### src/rtl/core/glt_pkg.sv
package glt_pkg;

    localparam int GRID_DIM   = 64;
    localparam int COORD_W    = 6;
    localparam int ERR_W      = 10;
    localparam int Q_DEPTH    = 2;
    localparam int Q_PTR_W    = 1;
    localparam int Q_CNT_W    = 2;
    localparam int IN_DATA_W  = 24;
    localparam int OUT_DATA_W = 16;

    localparam logic [COORD_W-1:0] GRID_MAX = COORD_W'(GRID_DIM - 1);

    typedef logic [COORD_W-1:0] t_coord;
    typedef logic signed [ERR_W-1:0] t_err;

    // one line walk, as handed from classifier to walker
    typedef struct packed {
        logic   row_is_major;
        logic   step_neg;
        logic   skip_first;
        t_coord a_start;
        t_coord b_start;
        t_coord a_last;
        t_coord dmaj;
        t_coord dmin;
        t_err   err;
    } t_job;

    typedef struct packed {
        logic valid;
        t_job job;
    } t_job_req;

    function automatic t_coord clamp_coord(input t_coord v);
        clamp_coord = (v > GRID_MAX) ? GRID_MAX : v;
    endfunction

    function automatic t_coord abs_diff(input t_coord x, input t_coord y);
        abs_diff = (x >= y) ? (x - y) : (y - x);
    endfunction

endpackage

### src/rtl/core/glt_front.sv
module glt_front (
    input  logic                            i_valid,
    input  logic [glt_pkg::IN_DATA_W-1:0]   i_data,
    output glt_pkg::t_job_req               o_req
);

    glt_pkg::t_coord sr, sc, er, ec;
    glt_pkg::t_coord d_row, d_col;
    glt_pkg::t_coord a0, b0, a1, b1;
    glt_pkg::t_coord s_a0, s_b0, s_a1, s_b1;
    glt_pkg::t_coord dmaj, dmin;
    logic            rmaj, sw, neg;

    always_comb begin
        sr = glt_pkg::clamp_coord(i_data[5:0]);
        sc = glt_pkg::clamp_coord(i_data[11:6]);
        er = glt_pkg::clamp_coord(i_data[17:12]);
        ec = glt_pkg::clamp_coord(i_data[23:18]);

        d_row = glt_pkg::abs_diff(er, sr);
        d_col = glt_pkg::abs_diff(ec, sc);
        rmaj  = d_col < d_row;

        a0 = rmaj ? sr : sc;
        b0 = rmaj ? sc : sr;
        a1 = rmaj ? er : ec;
        b1 = rmaj ? ec : er;

        sw   = a0 > a1;
        s_a0 = sw ? a1 : a0;
        s_b0 = sw ? b1 : b0;
        s_a1 = sw ? a0 : a1;
        s_b1 = sw ? b0 : b1;

        dmaj = s_a1 - s_a0;
        neg  = s_b1 < s_b0;
        dmin = neg ? (s_b0 - s_b1) : (s_b1 - s_b0);

        o_req.job.row_is_major = rmaj;
        o_req.job.step_neg     = neg;
        o_req.job.skip_first   = !sw;
        o_req.job.a_start      = s_a0;
        o_req.job.b_start      = s_b0;
        // swapped walks drop the final point instead of the first
        o_req.job.a_last       = sw ? (s_a1 - glt_pkg::COORD_W'(1)) : s_a1;
        o_req.job.dmaj         = dmaj;
        o_req.job.dmin         = dmin;
        o_req.job.err          = $signed({3'b000, dmin, 1'b0})
                               - $signed({4'b0000, dmaj});
        // zero-length line gives nothing
        o_req.valid            = i_valid && (dmaj != '0);
    end

endmodule

### src/rtl/core/glt_queue.sv
module glt_queue (
    input  logic              i_clk,
    input  logic              i_rst_n,
    input  glt_pkg::t_job_req i_push,
    output logic              o_full,
    input  logic              i_pop,
    output logic              o_valid,
    output glt_pkg::t_job     o_job
);

    glt_pkg::t_job                  r_mem [glt_pkg::Q_DEPTH];
    logic [glt_pkg::Q_PTR_W-1:0]    r_wr_ptr, r_rd_ptr;
    logic [glt_pkg::Q_CNT_W-1:0]    r_count;
    logic                           do_push, do_pop;

    assign o_full  = (r_count == glt_pkg::Q_CNT_W'(glt_pkg::Q_DEPTH));
    assign o_valid = (r_count != '0);
    assign o_job   = r_mem[r_rd_ptr];
    assign do_push = i_push.valid && !o_full;
    assign do_pop  = i_pop && o_valid;

    always_ff @(posedge i_clk) begin
        if (do_push) begin
            r_mem[r_wr_ptr] <= i_push.job;
        end
    end

    always_ff @(posedge i_clk) begin
        if (!i_rst_n) begin
            r_wr_ptr <= '0;
            r_rd_ptr <= '0;
            r_count  <= '0;
        end else begin
            if (do_push) begin
                r_wr_ptr <= r_wr_ptr + glt_pkg::Q_PTR_W'(1);
            end
            if (do_pop) begin
                r_rd_ptr <= r_rd_ptr + glt_pkg::Q_PTR_W'(1);
            end
            unique case ({do_push, do_pop})
                2'b10:   r_count <= r_count + glt_pkg::Q_CNT_W'(1);
                2'b01:   r_count <= r_count - glt_pkg::Q_CNT_W'(1);
                default: r_count <= r_count;
            endcase
        end
    end

endmodule

### src/rtl/core/glt_walk.sv
module glt_walk (
    input  logic                            i_clk,
    input  logic                            i_rst_n,
    input  logic                            i_job_valid,
    input  glt_pkg::t_job                   i_job,
    output logic                            o_job_pop,
    output logic                            o_valid,
    input  logic                            i_ready,
    output logic [glt_pkg::OUT_DATA_W-1:0]  o_data,
    output logic                            o_last
);

    typedef enum logic [1:0] {
        S_IDLE,
        S_SKIP,
        S_RUN
    } t_state;

    t_state          r_state;
    logic            r_row_is_major, r_step_neg;
    glt_pkg::t_coord r_a, r_b, r_a_last, r_dmaj, r_dmin;
    glt_pkg::t_err   r_err;

    glt_pkg::t_coord n_a, n_b;
    glt_pkg::t_err   n_err;
    logic            step_en, at_last;

    always_comb begin
        step_en   = !o_valid || i_ready;
        at_last   = (r_a == r_a_last);
        o_job_pop = (r_state == S_IDLE) && i_job_valid;
        n_a       = r_a + glt_pkg::COORD_W'(1);
        if (r_err > 0) begin
            n_b   = r_step_neg ? (r_b - glt_pkg::COORD_W'(1)) : (r_b + glt_pkg::COORD_W'(1));
            n_err = r_err + $signed({3'b000, r_dmin, 1'b0}) - $signed({3'b000, r_dmaj, 1'b0});
        end else begin
            n_b   = r_b;
            n_err = r_err + $signed({3'b000, r_dmin, 1'b0});
        end
    end

    always_ff @(posedge i_clk) begin
        if (!i_rst_n) begin
            r_state <= S_IDLE;
            o_valid <= 1'b0;
        end else begin
            if (o_valid && i_ready) begin
                o_valid <= 1'b0;
            end
            unique case (r_state)
                S_IDLE: begin
                    if (i_job_valid) begin
                        r_row_is_major <= i_job.row_is_major;
                        r_step_neg     <= i_job.step_neg;
                        r_a            <= i_job.a_start;
                        r_b            <= i_job.b_start;
                        r_a_last       <= i_job.a_last;
                        r_dmaj         <= i_job.dmaj;
                        r_dmin         <= i_job.dmin;
                        r_err          <= i_job.err;
                        r_state        <= i_job.skip_first ? S_SKIP : S_RUN;
                    end
                end
                S_SKIP: begin
                    r_a     <= n_a;
                    r_b     <= n_b;
                    r_err   <= n_err;
                    r_state <= S_RUN;
                end
                S_RUN: begin
                    if (step_en) begin
                        o_valid <= 1'b1;
                        o_last  <= at_last;
                        o_data  <= r_row_is_major ? {4'b0000, r_b, r_a} : {4'b0000, r_a, r_b};
                        r_a     <= n_a;
                        r_b     <= n_b;
                        r_err   <= n_err;
                        if (at_last) begin
                            r_state <= S_IDLE;
                        end
                    end
                end
                default: r_state <= S_IDLE;
            endcase
        end
    end

endmodule

### src/rtl/core/grid_line_tile_generator.sv
// Channel  Dir  Width  Contents
// s_axis   in   24     start_row, start_col, end_row, end_col (from bit 0)
// m_axis   out  16     row, col (from bit 0), zero pad; tlast on final tile
//
// A line of major span N gives N tiles, one per cycle while m_axis is ready.
// The walker takes each job in its idle state and passes through a skip
// state when the first point of the line is dropped.
// A two-entry job queue lets s_axis keep accepting while a line is walked.
// Synchronous active-low reset clears the queue and walker control.
module grid_line_tile_generator (
    input  logic                            i_clk,
    input  logic                            i_rst_n,
    input  logic                            s_axis_tvalid,
    output logic                            s_axis_tready,
    input  logic [glt_pkg::IN_DATA_W-1:0]   s_axis_tdata,  // start_row, start_col, end_row, end_col
    output logic                            m_axis_tvalid,
    input  logic                            m_axis_tready,
    output logic [glt_pkg::OUT_DATA_W-1:0]  m_axis_tdata,  // row, col, pad
    output logic                            m_axis_tlast
);

    glt_pkg::t_job_req front_req, push_req;
    glt_pkg::t_job     head_job;
    logic              q_full, q_valid, q_pop;

    glt_front u_front (
        .i_valid (s_axis_tvalid),
        .i_data  (s_axis_tdata),
        .o_req   (front_req)
    );

    assign s_axis_tready = !q_full;

    always_comb begin
        push_req       = front_req;
        push_req.valid = front_req.valid && s_axis_tready;
    end

    glt_queue u_queue (
        .i_clk   (i_clk),
        .i_rst_n (i_rst_n),
        .i_push  (push_req),
        .o_full  (q_full),
        .i_pop   (q_pop),
        .o_valid (q_valid),
        .o_job   (head_job)
    );

    glt_walk u_walk (
        .i_clk       (i_clk),
        .i_rst_n     (i_rst_n),
        .i_job_valid (q_valid),
        .i_job       (head_job),
        .o_job_pop   (q_pop),
        .o_valid     (m_axis_tvalid),
        .i_ready     (m_axis_tready),
        .o_data      (m_axis_tdata),
        .o_last      (m_axis_tlast)
    );

endmodule
### config.mk
export PLATFORM = sky130hd
export DESIGN_NAME = grid_line_tile_generator
export DESIGN_NICKNAME = d
export VERILOG_FILES = /design/src/rtl/core/glt_pkg.sv /design/src/rtl/core/glt_front.sv /design/src/rtl/core/glt_queue.sv /design/src/rtl/core/glt_walk.sv /design/src/rtl/core/grid_line_tile_generator.sv
export SDC_FILE = /design/constraint.sdc
export NUM_CORES = 1
export LEC_CHECK = 0
export ABC_AREA = 1
export BUFFER_PORTS_ARGS = -buffer_cell sky130_fd_sc_hd__buf_2
export CAP_MARGIN = 20
export CORE_AREA = 2 2 91 180
export DETAILED_ROUTE_END_ITERATION = 7
export DIE_AREA = 0 0 93 182
export PLACE_DENSITY = 0.77
export SLEW_MARGIN = 25
export SYNTH_ARGS = -nofsm -noshare
export SYNTH_HDL_FRONTEND = slang
export SYNTH_SLANG_ARGS = --single-unit
### constraint.sdc
create_clock -name i_clk -period 11.05 [get_ports i_clk]
set_input_delay 0.5525 -clock i_clk [delete_from_list [all_inputs] [get_ports i_clk]]
set_output_delay 0.5525 -clock i_clk [all_outputs]
set_load 0.05 [all_outputs]
==> results by group <==
Worst setup path
  – WP data arrival: 9.17 ns
  – Critical path class: in2reg
  – Endpoint type of the worst setup path: flip-flop
  – Worst reg2reg startpoint: u_walk.r_err[3]$_DFFE_PP_
  – Crit path depth: 43
  – Req. time, crit path: 11.27 ns
  – CP max FO: 47
  – Slowest cell delay on critical path: 0.52 ns
  – Cell family with the largest share of critical-path delay: compound AO/OA/AOI/OAI gates
  – Critical Path Start: s_axis_tdata[18]
  – Buf/Inv on CP: 6
  – Crit path launch type: input port
  – Slowest cell on crit path: o21bai_1
  – Cells on worst reg2reg path: 17

Drt
  – Post-Route WL: 20500 µm
  – Wirelength per Cell: 15.9 µm
  – DRC: 0
  – Via Count: 6962
  – Vias per std cell: ~5.4
  – Routed Antenna Nets: 0
  – Drt first pass iters: 5
  – First DRT Iteration DRCs: approximately 470

Clock network
  – CTS root buf: clkbuf_16
  – Resized Gates After CTS: 0
  – Worst-Skew Late Latency: 0.41 ns
  – Num Clock Sinks: 143
  – Hold_buf cts: 0
  – CTS tree: done
  – # Post-CTS Setup Buffers: 0
  – Clk slew on worst S/H paths: 0.06 ns
  – TritonCTS Buffers: 17
  – H-tree levels: 4
  – Clock buffer depth: 2

Timing
  – Slew @ Worst Pin: 0.758 ns
  – Minimum clock period: slightly below 9 ns
  – Hold_ws: approximately 0.40 ns
  – Final Setup Violations: 0
  – Final setup TNS: 0 ns
  – Final max-slew violation count: 0
  – F_max: approximately 110 MHz
  – RSZ-0062 raised after global routing: false
  – Worst clock skew: 0.0114 ns
  – Fin crit share: 81.0%
  – Final Hold Vio Count: 0
  – Max-Slew Margin vs Limit: 49.4%

Logic synthesis
  – Sequential element share of the synthesized area: around 46%
  – Synth Area per Inst: ~8.7 µm²
  – Gate Count Post-Synth: 1047
  – #FFs+latches synth: 143
  – Synth area leader: edfxtp_1
  – Yosys warns: 0
  – Area contributors post-synth: edfxtp_1, nand2_1, ha_1
  – Cell Area, Synth: 9110 µm²
  – Yosys top cell area share: 44.5%
  – Count of different cell masters after synthesis: 53

Placed design
  – Post-DP HPWL: 15500 µm
  – Port Buffer Count: 42
  – GP Congestion: 0.923
  – Dpl cell area: 9460 µm²

Flow run
  – MaxCap Viol Count: 0

Global route
  – Global route overflow: 0
  – GRT Overall Usage: 25.2%
  – First-pass GRT wire length: 33300 µm
  – Vias in the first global route: 6880
  – Largest net degree at the start of global routing: 48
  – Initial antenna violation count: 0

Die
  – Initial Util: 58.3%
  – DIE HEIGHT: about 180 µm
  – DIE WIDTH: 93 µm
  – Core Footprint: 15600 µm²
  – Num rows: 65
  – # IOs: 47
  – Die area: 16900 µm²

Layout
  – Post-route cell area: roughly 10000 µm²
  – Share of cells above drive strength 1: 12.1%
  – Layout Nets: 1176
  – N_diodes: 0
  – Number of fillers in the final layout: ~1300
  – Synth-to-Final Area Change: 10.3%

Hold path
  – Hold depth: 4
  – HP Class: in2reg
  – Hold Crit Start: m_axis_tready

Run status
  – Outcome: complete, no violations
[routing by layer]
metal  part of all wire [%]  track usage, %  vias up
met1                     40            28.9     3222
li1                       -               -     3492
met2                     53            46.8      205
met5                      0               0        -
met4                    3.0            9.35        0
met3                    3.6            3.32       43
[path summary, 6_finish.rpt]
kind                                    to  slack (ns)
max          u_queue.r_mem[1][9]$_DFFE_PP_        2.10
min              u_walk.o_valid$_SDFF_PN0_        0.40
max reg2reg      u_walk.r_err[9]$_DFFE_PP_        8.07
min reg2reg  u_queue.r_rd_ptr$_SDFFE_PN0P_        0.48
[cell usage in the layout (no fill, tap or decap), types with 18 or more instances in the layout]
master    instances
o21ai_0          85
edfxtp_1        135
nor2_1           72
buf_2            42
nand2_1         246
nand3_1          27
inv_1           160
xor2_1           22
nand2_2          18
ha_1             67
a21oi_1          52
[worst min-delay path: cells and delay by family]
kind          cells  cell delay (ns)
simple gates      3             0.14
buf+inv           1             0.07
[final cells by class]
cell class,instances,area [µm²],area share (%)
tap,201,251,2.50
inverter,164,617,6.14
multi-input combinational,697,4090,40.7
sequential,143,4210,41.9
clock inverter,12,123,1.22
timing repair buffer,50,283,2.81
clock buffer,20,467,4.65
[cells in the mapped netlist, drive strengths merged]
master	count
and3	1
o221a	1
nor2	75
nor4	2
nand3	31
nor3	10
edfxtp	135
o221ai	1
xor2	22
ha	67
nand3b	1
o32ai	1
o22ai	9
clkinv	1
a221oi	3
o21ai	90
xnor2	3
o31ai	3
buf	9
a211oi	3
a21o	1
a22oi	4
dfxtp	8
a21boi	1
clkbuf	37
nand2	271
o211ai	2
a21oi	54
conb	1
or2	5
fa	8
nand4	5
a32oi	2
o21a	1
mux2i	3
a31oi	5
inv	163
o21bai	7
o2111ai	1
[registers in the layout (all words and copies together) (netlist names), named ones only]
| register | cells |
|---|---|
| u_walk.r_row_is_major | 1 |
| u_walk.r_err | 10 |
| u_walk.r_dmin | 6 |
| u_walk.o_last | 1 |
| u_walk.r_a | 6 |
| u_walk.r_b | 6 |
| u_queue.r_mem | 80 |
| u_queue.r_count | 2 |
| u_walk.r_step_neg | 1 |
| u_walk.r_a_last | 6 |
| u_walk.o_data | 12 |
| u_queue.r_wr_ptr | 1 |
| u_walk.r_dmaj | 6 |
| u_walk.o_valid | 1 |
| u_queue.r_rd_ptr | 1 |
| u_walk.r_state | 2 |
[metrics by stage]
step / utilization, % / worst slack [ns] / std cells
6_report: 64.3 / 2.10 / 1287
5_1_grt: 64.3 / 1.35 / 1287
4_1_cts: 64.3 / 2.18 / 1287
2_1_floorplan: - / 2.96 / 1050
3_3_place_gp: 60.4 / 2.04 / 1254
3_5_place_dp: 60.6 / 1.83 / 1255
[kinds of logic (layout without fill, tap and decap cells)]
logic type	count (synthesis)	after routing	share of synthesized area [%]
multiplexers	3	3	0.330
AND/OR/NAND/NOR	401	401	19.0
buffers and inverters	210	246	9.13
AO/OA/AOI/OAI	189	189	11.8
flip-flops	143	143	46.3
other	1	4	0.0412
XOR/XNOR	25	25	2.40
adder cells (fa/ha/maj)	75	75	11.0
Power is left out: the tool's default activity adds up to more than one toggle a clock period on the data nets, which glitch-free logic cannot reach.
